File: config.mk
export PLATFORM = sky130hd
export DESIGN_NAME = periodic_timer_bank_top
export DESIGN_NICKNAME = d
export VERILOG_FILES = /design/src/rtl/ptb_pkg.sv /design/src/rtl/ptb_ctrl.sv /design/src/rtl/ptb_datapath.sv /design/src/rtl/periodic_timer_bank_top.sv
export SDC_FILE = /design/constraint.sdc
export NUM_CORES = 2
export LEC_CHECK = 0
export BUFFER_PORTS_ARGS = -buffer_cell sky130_fd_sc_hd__buf_2
export CORE_UTILIZATION = 35
export CTS_BUF_LIST = sky130_fd_sc_hd__clkbuf_4
export CTS_CLUSTER_DIAMETER = 30
export DETAILED_ROUTE_END_ITERATION = 8
export PLACE_DENSITY = 0.6
export REMOVE_ABC_BUFFERS = 1
export SYNTH_ARGS = -nofsm -noshare
export SYNTH_HDL_FRONTEND = slang
export SYNTH_SLANG_ARGS = --single-unit
File: constraint.sdc
create_clock -name clk -period 4.8 [get_ports clk]
set_input_delay 0.48 -clock clk [delete_from_list [all_inputs] [get_ports clk]]
set_output_delay 0.48 -clock clk [all_outputs]
set_load 0.05 [all_outputs]
File: src/rtl/ptb_pkg.sv
// Shared types and constants for the periodic timer bank.
package ptb_pkg;

	// Fixed field widths of the stream words.
	localparam int OPCODE_W    = 3;
	localparam int CHANNEL_W   = 8;
	localparam int PERIOD_W    = 32;
	localparam int SLOT_W      = 4;
	localparam int MASK_W      = 16;
	localparam int IN_TDATA_W  = 48;
	localparam int OUT_TDATA_W = 24;

	// Operation codes carried in the input tuser.
	typedef enum logic [OPCODE_W-1:0] {
		OP_TICK    = 3'd0,
		OP_ALLOC   = 3'd1,
		OP_ENABLE  = 3'd2,
		OP_DISABLE = 3'd3,
		OP_UPDATE  = 3'd4
	} opcode_t;

	// Controller states.
	typedef enum logic {
		ST_IDLE = 1'b0,
		ST_EXEC = 1'b1
	} state_t;

	// Commands from the controller to the datapath.
	typedef struct packed {
		logic capture;
		logic exec;
	} ptb_cmd_t;

endpackage

File: src/rtl/ptb_ctrl.sv
// Controller state machine: input handshake, execute strobe and output valid.
module ptb_ctrl
	import ptb_pkg::*;
(
	input  logic     clk,
	input  logic     arst_n,
	input  logic     in_valid,
	output logic     in_ready,
	output logic     out_valid,
	input  logic     out_ready,
	output ptb_cmd_t cmd
);

	state_t state_q;
	state_t state_d;
	logic   out_valid_q;

	// State register.
	always_ff @(posedge clk or negedge arst_n) begin
		if (!arst_n) begin
			state_q <= ST_IDLE;
		end else begin
			state_q <= state_d;
		end
	end

	// Next state and commands. An item executes once the output register is free
	// or is being emptied in the same cycle.
	always_comb begin
		state_d     = state_q;
		in_ready    = 1'b0;
		cmd.capture = 1'b0;
		cmd.exec    = 1'b0;
		case (state_q)
			ST_IDLE: begin
				in_ready = 1'b1;
				if (in_valid) begin
					cmd.capture = 1'b1;
					state_d     = ST_EXEC;
				end
			end
			ST_EXEC: begin
				if (!out_valid_q || out_ready) begin
					cmd.exec = 1'b1;
					state_d  = ST_IDLE;
				end
			end
			default: begin
				state_d = ST_IDLE;
			end
		endcase
	end

	// Output word valid flag.
	always_ff @(posedge clk or negedge arst_n) begin
		if (!arst_n) begin
			out_valid_q <= 1'b0;
		end else if (cmd.exec) begin
			out_valid_q <= 1'b1;
		end else if (out_ready) begin
			out_valid_q <= 1'b0;
		end
	end

	assign out_valid = out_valid_q;

endmodule

File: src/rtl/ptb_datapath.sv
// Datapath: captured operation, counter lanes, enables, allocator and result word.
module ptb_datapath
	import ptb_pkg::*;
#(
	parameter int NUM_TIMERS  = 16,
	parameter int COUNT_WIDTH = 32
) (
	input  logic                   clk,
	input  logic                   arst_n,
	input  ptb_cmd_t               cmd,
	input  logic [OPCODE_W-1:0]    in_opcode,
	input  logic [CHANNEL_W-1:0]   in_channel,
	input  logic [PERIOD_W-1:0]    in_period,
	input  logic                   in_has_handler,
	output logic [OUT_TDATA_W-1:0] result
);

	localparam int ALLOC_W = $clog2(NUM_TIMERS + 1);
	localparam logic [ALLOC_W-1:0] ALLOC_MAX = ALLOC_W'(NUM_TIMERS);

	opcode_t                op_q;
	logic [CHANNEL_W-1:0]   ch_q;
	logic [COUNT_WIDTH-1:0] per_q;
	logic                   hh_q;

	logic [COUNT_WIDTH-1:0] counter_q [NUM_TIMERS];
	logic [COUNT_WIDTH-1:0] reload_q  [NUM_TIMERS];
	logic [NUM_TIMERS-1:0]  enable_q;
	logic [ALLOC_W-1:0]     alloc_q;
	logic [NUM_TIMERS-1:0]  lane_hit;
	logic [MASK_W-1:0]      tick_mask;
	logic                   alloc_free;
	logic                   alloc_ok;
	logic [OUT_TDATA_W-1:0] result_q;
	logic                   res_status;
	logic [SLOT_W-1:0]      res_slot;
	logic [MASK_W-1:0]      res_mask;

	// Capture of the accepted operation; the period is fitted to the counter width.
	always_ff @(posedge clk) begin
		if (cmd.capture) begin
			op_q  <= opcode_t'(in_opcode);
			ch_q  <= in_channel;
			per_q <= COUNT_WIDTH'(in_period);
			hh_q  <= in_has_handler;
		end
	end

	assign alloc_free = (alloc_q < ALLOC_MAX);
	assign alloc_ok   = alloc_free && hh_q;

	// One lane per timer: its own decrementer, reload and enable bit.
	for (genvar i = 0; i < NUM_TIMERS; i++) begin : g_lane
		logic [COUNT_WIDTH-1:0] dec;
		logic                   chan_sel;
		logic                   alloc_sel;

		assign dec       = counter_q[i] - COUNT_WIDTH'(1);
		assign chan_sel  = (ch_q == CHANNEL_W'(i));
		assign alloc_sel = alloc_free && (alloc_q == ALLOC_W'(i));
		assign lane_hit[i] = enable_q[i] && (dec == '0);

		always_ff @(posedge clk or negedge arst_n) begin
			if (!arst_n) begin
				counter_q[i] <= '0;
				reload_q[i]  <= '0;
				enable_q[i]  <= 1'b0;
			end else if (cmd.exec) begin
				case (op_q)
					OP_TICK: begin
						if (enable_q[i]) begin
							counter_q[i] <= lane_hit[i] ? reload_q[i] : dec;
						end
					end
					OP_ALLOC: begin
						if (alloc_sel) begin
							counter_q[i] <= per_q;
							reload_q[i]  <= per_q;
						end
					end
					OP_ENABLE: begin
						if (chan_sel) begin
							enable_q[i] <= 1'b1;
						end
					end
					OP_DISABLE: begin
						if (chan_sel) begin
							enable_q[i] <= 1'b0;
						end
					end
					OP_UPDATE: begin
						if (chan_sel) begin
							counter_q[i] <= per_q;
							reload_q[i]  <= per_q;
						end
					end
					default: begin
					end
				endcase
			end
		end
	end

	// Only the first sixteen lanes have a bit in the expiry mask.
	for (genvar k = 0; k < MASK_W; k++) begin : g_mask
		if (k < NUM_TIMERS) begin : g_used
			assign tick_mask[k] = lane_hit[k];
		end else begin : g_unused
			assign tick_mask[k] = 1'b0;
		end
	end

	// Allocation count advances only when a handler is attached.
	always_ff @(posedge clk or negedge arst_n) begin
		if (!arst_n) begin
			alloc_q <= '0;
		end else if (cmd.exec && (op_q == OP_ALLOC) && alloc_ok) begin
			alloc_q <= alloc_q + ALLOC_W'(1);
		end
	end

	// Result fields for the operation in hand.
	always_comb begin
		res_status = 1'b0;
		res_slot   = '0;
		res_mask   = '0;
		case (op_q)
			OP_TICK: begin
				res_mask = tick_mask;
			end
			OP_ALLOC: begin
				res_status = !alloc_ok;
				if (alloc_ok) begin
					res_slot = SLOT_W'(alloc_q);
				end
			end
			default: begin
			end
		endcase
	end

	// Output word register.
	always_ff @(posedge clk) begin
		if (cmd.exec) begin
			result_q <= OUT_TDATA_W'({res_mask, res_slot, res_status});
		end
	end

	assign result = result_q;

endmodule

File: src/rtl/periodic_timer_bank_top.sv
// Top level of the periodic timer bank: controller, datapath and checks.
//
//  Channel  | Dir | Signals                                | Payload
//  ---------+-----+----------------------------------------+------------------------------
//  s_axis   | in  | s_axis_tvalid/tready/tdata/tuser       | one operation word
//  m_axis   | out | m_axis_tvalid/tready/tdata             | one result word per operation
//
// Every operation is first accepted and its word captured, then executed on
// all timer lanes at once, which loads the output register.
// A tick runs one decrementer per lane in parallel, so it costs the same as any other operation.
// Execution waits while the output register still holds a word not taken downstream.
// Reset clears all counters, reloads, enable bits and the allocation count.
module periodic_timer_bank_top
	import ptb_pkg::*;
#(
	parameter int NUM_TIMERS  = 16,
	parameter int COUNT_WIDTH = 32
) (
	input  logic                   clk,
	input  logic                   arst_n,
	input  logic                   s_axis_tvalid,
	output logic                   s_axis_tready,
	// Fields from bit 0: channel[7:0], period[39:8], has_handler[40], zero fill.
	input  logic [IN_TDATA_W-1:0]  s_axis_tdata,
	// Fields from bit 0: opcode[2:0].
	input  logic [OPCODE_W-1:0]    s_axis_tuser,
	output logic                   m_axis_tvalid,
	input  logic                   m_axis_tready,
	// Fields from bit 0: status[0], slot[4:1], expired_mask[20:5], zero fill.
	output logic [OUT_TDATA_W-1:0] m_axis_tdata
);

	ptb_cmd_t cmd;

	// Sequencing of the handshakes.
	ptb_ctrl u_ctrl (
		.clk       (clk),
		.arst_n    (arst_n),
		.in_valid  (s_axis_tvalid),
		.in_ready  (s_axis_tready),
		.out_valid (m_axis_tvalid),
		.out_ready (m_axis_tready),
		.cmd       (cmd)
	);

	// Timer lanes and result word.
	ptb_datapath #(
		.NUM_TIMERS  (NUM_TIMERS),
		.COUNT_WIDTH (COUNT_WIDTH)
	) u_datapath (
		.clk            (clk),
		.arst_n         (arst_n),
		.cmd            (cmd),
		.in_opcode      (s_axis_tuser),
		.in_channel     (s_axis_tdata[CHANNEL_W-1:0]),
		.in_period      (s_axis_tdata[CHANNEL_W+PERIOD_W-1:CHANNEL_W]),
		.in_has_handler (s_axis_tdata[CHANNEL_W+PERIOD_W]),
		.result         (m_axis_tdata)
	);

	// An executed operation always leaves a word on the output.
	a_exec_gives_word: assert property (@(posedge clk) disable iff (!arst_n)
		cmd.exec |=> m_axis_tvalid)
		else $error("executed operation produced no output word");

	// Input is never taken while an operation is executing.
	a_no_accept_in_exec: assert property (@(posedge clk) disable iff (!arst_n)
		!(s_axis_tready && cmd.exec))
		else $error("input ready while executing");

	// A failed allocation reports neither a slot nor expiries.
	a_fail_is_clean: assert property (@(posedge clk) disable iff (!arst_n)
		(m_axis_tvalid && m_axis_tdata[0]) |->
			(m_axis_tdata[OUT_TDATA_W-1:1] == '0))
		else $error("failed allocation carries nonzero fields");

endmodule
**Yosys cells after proc, flatten, opt, wreduce, memory -nomap -nowiden**

Index checks and enable logic that the tools add are counted.

- Bits in registers: 1112
- Output and inout port bits: 26
- Input bits: 55
- Logic and storage cells: 454

- Magnitude comparators: 1
- Muxes and demuxes: 153
- Bitwise logic cells: 1
- Equal/unequal tests: 114
- Reductions and logical operators: 110
- $add $sub $neg: 17

Operators by type and width:

| kind | number |
|---|---|
| 2-to-1 mux 32 bit | 64 |
| one-hot mux 32 bit (3 select lines) | 16 |
| one-hot mux 32 bit (2 select lines) | 16 |
| logical NOT 32 bit | 16 |
| subtractor 32 x 1 -> 32 bit, second input constant | 16 |
| inequality test 2 x 1 -> 1 bit, second input constant | 80 |
| AND reduction 4 bit | 32 |
| AND reduction 5 bit | 16 |
| == test 8 x 4 -> 1 bit, second input constant | 8 |
| == test 5 x 4 -> 1 bit, second input constant | 8 |
| 2-to-1 mux 1 bit | 40 |
| logical AND 1 bit | 35 |
| one-hot mux 1 bit (2 select lines) | 17 |
| == test 8 x 3 -> 1 bit, second input constant | 4 |
| == test 5 x 3 -> 1 bit, second input constant | 4 |
| == test 8 x 2 -> 1 bit, second input constant | 2 |
| == test 5 x 2 -> 1 bit, second input constant | 2 |
| == test 8 x 1 -> 1 bit, second input constant | 1 |
| logical NOT 8 bit | 1 |
| == test 3 x 2 -> 1 bit, second input constant | 2 |
| nonzero test 2 bit | 3 |
| adder 5 x 1 -> 5 bit, second input constant | 1 |
| == test 5 x 1 -> 1 bit, second input constant | 1 |
| logical NOT 5 bit | 1 |
| other kinds (9) | 10 |

**Logic depth before layout (Yosys ltp)**

- Depth after elaboration: 6
- Gate-level depth with buffers: 14
- Gate-level depth less buffers: 10

**By module**

Synthesis repeated with hierarchy kept, for this count alone.

- Cell total of the unflattened synthesis: 7167
- Area total of the unflattened synthesis: 63651.0 sq um

By module, submodules not included:

| module | instances | cells an instance | sequential area each (sq um) | area each (sq um) |
|---|---|---|---|---|
| ptb_datapath | 1 | 7159 | 28102.0 | 63557.2 |
| ptb_ctrl | 1 | 8 | 50.0 | 93.8 |

**Worst setup path after synthesis**

OpenSTA, ideal clock, no wires.

- Path type: register to register
- Start point: register u_datapath.counter_q[0] (netlist name)
- End point: register u_datapath.counter_q[12] (netlist name)
- Arrival time: 3327 ps
- Data required time: 4734 ps
- Clock period less this slack: 3393 ps
- Setup slack: 1407 ps
- Library setup time: 66 ps
- Buffers on the path: 3
- Stages on the path, launching flop included: 14
- Path through: dfrtp_1 inv_1 ha_1 buf_2 nor4b_1 nand3_1 or4_1 xor2_1 nor4b_1 and4b_1 buf_2 buf_1 nand3_1 nand2_1

- Word-level cells in the longest chain between the ends: 6

Ends and longest elaborated chain:

| what | line | source |
|---|---|---|
| start: declaration | ptb_datapath.sv:26 | `logic [COUNT_WIDTH-1:0] counter_q [NUM_TIMERS];` |
| start signal: indexed assignment | ptb_datapath.sv:72 | `counter_q[i] <= lane_hit[i] ? reload_q[i] : dec;` |
| start signal: indexed assignment | ptb_datapath.sv:77 | `counter_q[i] <= per_q;` |
| start signal: indexed assignment | ptb_datapath.sv:93 | `counter_q[i] <= per_q;` |
| subtractor 32 x 1 -> 32 bit * | ptb_datapath.sv:58 | `assign dec = counter_q[i] - COUNT_WIDTH'(1);` |
| logical NOT 32 bit | ptb_datapath.sv:61 | `assign lane_hit[i] = enable_q[i] && (dec == '0);` |
| logical AND 1 bit | ptb_datapath.sv:61 |  |
| 2-to-1 mux 32 bit * | ptb_datapath.sv:72 |  |
| 2-to-1 mux 32 bit * | ptb_datapath.sv:71 | `if (enable_q[i]) begin` |
| one-hot mux 32 bit (3 select lines) * | ptb_datapath.sv:69 | `case (op_q)` |

Every way passes the cells marked *; elsewhere a longest branch is shown, timed or not. The select of a mux whose other input is x is not followed.
A chain may end at the register's enable or synchronous reset.

**Worst setup path after layout**

- Start point: register u_datapath.counter_q[97] (netlist name)
- End point: register u_datapath.counter_q[104] (netlist name)

The elaborated chain is that of the path after synthesis.

==> flow_summary.rst <==
.. list-table::
   :header-rows: 1

   * - Metric
     - Value
   * - Final weighted congestion of routability-driven global placement
     - 0.975
   * - Total half-perimeter wirelength after legalization and detailed placement
     - 163000 um
   * - CP peak stage delay
     - 530 ps
   * - Number of remaining DRC errors
     - 0
   * - Placement Setup Slack
     - 702 ps
   * - Final critical path time including I/O delays and setup
     - 4170 ps
   * - Sequential fraction of the synthesis area
     - 0.439
   * - Power per Cell Area
     - 609 nW/um2
   * - Grt total ovfl
     - 0
   * - Total number of yosys warnings
     - 0
   * - Leakage power of the design
     - 28.9 nW
   * - Master cell of the clock root buffer
     - clkbuf_4
   * - Clock Skews
     - 138 ps
   * - Type of the worst setup path
     - flip-flop to flip-flop
   * - Maximum number of pins on one net before global-route repair
     - 112
   * - Area of the die
     - 185000 um2
   * - Clock tree sinks
     - 1112
   * - Max IR drop VDD
     - 0.331 mV
   * - Critical-path cell with the highest stage delay
     - a2111oi_4
   * - Hold-fix buffers, CTS
     - 94
   * - Post-cts resize count
     - 0
   * - Post-Route Hold Slack
     - 112 ps
   * - Final std cell area, no fill
     - 72700 um2
   * - Number of optimization iterations in the first detailed-route pass
     - 6
   * - Leading cell type in the layout, fill and taps excluded
     - dfrtp_1
   * - Share of flip-flops with an asynchronous set or reset after synthesis
     - 0.942
   * - Cells after Synth
     - 6980
   * - Sum of routed wire length over all layers
     - 261000 um
   * - GRT Overall Usage
     - 0.276
   * - Number of antenna violations at the first check in global routing
     - 36
   * - Hold/Removal Path Class
     - primary input to flip-flop
   * - Max Transition Viols Final
     - 0
   * - Number of I/O port buffers
     - 70
   * - Count of state elements after synthesis
     - 1112
   * - Worst hold path depth
     - 5
   * - Horiz. Die Dim
     - 430 um
   * - Outcome
     - finished clean
   * - Final total negative setup slack
     - 0 ps
   * - Cell total after placement
     - 9102
   * - Buffer count from post-CTS setup fixing
     - 0
   * - Number of distinct library cell variants in the gate-level netlist after synthesis
     - 98
   * - Vias after detailed routing
     - 60745
   * - Vias in the first global route
     - 57288
   * - Transition time of the tightest slew-check pin
     - 1320 ps
   * - Global-route wire length before repair
     - 382000 um
   * - Post-layout nets
     - 7259
   * - Finish-stage setup viols
     - 0
   * - Row count
     - 156
   * - Headroom to the max-slew limit
     - 0.119
   * - Ratio of cells with drive above 1 in the final layout
     - 0.195
   * - Final Hold Viols
     - 0
   * - Post-place instance area
     - 67500 um2
   * - Initial core utilization
     - 0.353
   * - Mean routed wirelength per cell
     - 26.6 um
   * - Commonest cells after routing, fill and taps aside
     - 1047 x dfrtp_1, 634 x nor2_1, 537 x nand2_1
   * - DR iter-0 viols
     - 7495
   * - Fill cell count
     - 17999
   * - Layout Area Growth over Synthesis
     - 13.4%
   * - Worst-path maximum fanout
     - 18
   * - Clock edge transition at the registers on the reported setup and hold paths
     - 70 ps
   * - H-tree lvl count
     - 5
   * - Worst EP arrival
     - 5480 ps
   * - Post-route fraction of the period consumed by the critical path
     - 0.869
   * - Avg Cell Area, Syn
     - 9.18 um2
   * - Clock tree from TritonCTS
     - built
   * - Top achievable clock speed
     - 0.240 GHz
   * - Core Region
     - 181000 um2
   * - Setup slack of the critical path after layout
     - 627 ps
   * - Antenna Violating Nets Remaining
     - 0
   * - Startpoint Class
     - flip-flop
   * - Vias/cell
     - 6.19
   * - Main flop type after synthesis
     - dfrtp_1
   * - Max-Cap Viols
     - 0
   * - Netlist area before placement
     - 64100 um2
   * - Critical Path Sink Type
     - flip-flop
   * - Number of top-level pins
     - 81
   * - Required time at the endpoint of the critical path
     - 6100 ps
   * - RSZ-0062 raised after global routing
     - no
   * - Number of cell instances on the worst register-to-register path
     - 11
   * - Number of synthesized flops with an enable pin
     - 65
   * - Die Y
     - 430 um
   * - Clock tree buffer depth
     - 4
   * - Cell Chain, Critical Path
     - inv_1, ha_1, nor4b_1, nand4_1, a2111oi_0, o21ai_0, a2111oi_4, nand4_2, nor3_4, buf_12, a21o_1
   * - Final non-filler cell total
     - 9807
   * - Number of buffers created by CTS
     - 339
   * - Latest clock arrival within the worst-skew pair
     - 1410 ps
[worst paths after layout]
kind / from / end / slack, ps
max reg2reg: u_datapath.counter_q[97] / u_datapath.counter_q[104] / 630
min: m_axis_tready / u_ctrl.out_valid / 110
max in group asynchronous: arst_n / u_datapath.reload_q[261] / 3540
max: u_datapath.counter_q[97] / u_datapath.counter_q[104] / 630
min reg2reg: u_datapath.reload_q[491] / u_datapath.counter_q[491] / 440
min in group asynchronous: arst_n / u_datapath.reload_q[278] / 530
[power by group]
group / switching [mW] / total, mW / leakage, nW / internal, mW
logic: 9.60 / 16.4 / 13.1 / 6.79
clock network: 4.45 / 9.22 / 2.50 / 4.77
registers: 4.92 / 18.6 / 13.3 / 13.7
[final cells by class]
type / count / area, um2 / share of cell area
diodes: 29 / 72.6 / 0.000999
clock buffers: 467 / 3510 / 0.0482
clock inverters: 115 / 607 / 0.00835
inverters: 136 / 510 / 0.00702
multi-input cells: 5188 / 33600 / 0.462
flip-flops and latches: 1112 / 28200 / 0.387
well taps: 2370 / 2970 / 0.0408
repair buffers: 390 / 3270 / 0.0449
[Yosys cell counts (51+ instances only)]
master	n	share of area
nand3_1	195	0.015
nor2_1	665	0.039
dfrtp_1	1047	0.41
nor3_1	273	0.021
a21oi_1	385	0.030
or2_2	51	0.0050
a31oi_1	241	0.024
clkbuf_1	456	0.027
inv_1	136	0.0080
or4_1	85	0.010
a211oi_1	90	0.011
xnor2_1	91	0.012
mux2_2	441	0.078
o31ai_1	60	0.0070
or3_1	101	0.0099
a21o_1	215	0.025
xor2_1	76	0.010
edfxtp_1	65	0.030
nor4_1	198	0.019
o21ai_0	359	0.028
nand4_1	112	0.011
o22ai_1	119	0.012
nand2_1	537	0.031
o22a_1	111	0.015
[stage by stage]
step           utilization  power, mW
3_3_place_gp         0.372       34.0
3_5_place_dp         0.372       34.5
4_1_cts              0.400       44.0
2_1_floorplan            -       28.5
5_1_grt              0.400       46.8
6_report             0.401       44.2
[sequential cells by signal, summed over array words and instances, names as in the netlist]
name	flops
u_datapath.enable_q	16
u_datapath.hh_q	1
u_ctrl.out_valid	1
u_datapath.op_q	3
u_ctrl.state_q	1
u_datapath.counter_q	512
u_datapath.result	21
u_datapath.ch_q	8
u_datapath.reload_q	512
u_datapath.alloc_q	5
u_datapath.per_q	32
[logic make-up (layout without fill, tap and decap cells)]
| kind of cell | count (synthesis) | in the layout | share of synthesized area |
|---|---|---|---|
| buffers and inverters | 682 | 1108 | 0.0415 |
| muxes | 452 | 452 | 0.0792 |
| and+or+nand+nor | 2595 | 2595 | 0.210 |
| xor gates and xnor gates | 167 | 167 | 0.0228 |
| adders and majority gates | 37 | 37 | 0.00723 |
| AOI/OAI and AO/OA | 1934 | 1934 | 0.199 |
| DFF | 1112 | 1112 | 0.439 |
| other | 1 | 32 | 0.0000585 |
[worst max-delay path, delay by kind of cell (launching register included)]
family	cells	cell delay, ps
simple gates	4	1730
compound gates	4	1300
flops	1	440
buf+inv	2	330
fa+ha+maj	1	270
[metal layers]
layer / share of wire / global-route usage / vias up
met5: 0.00012 / 0 / -
li1: - / - / 26603
met2: 0.44 / 0.415 / 3287
met4: 0.060 / 0.163 / 6
met3: 0.097 / 0.0607 / 687
met1: 0.41 / 0.364 / 30162
No activity file was read; power rests on OpenSTA's default activity.
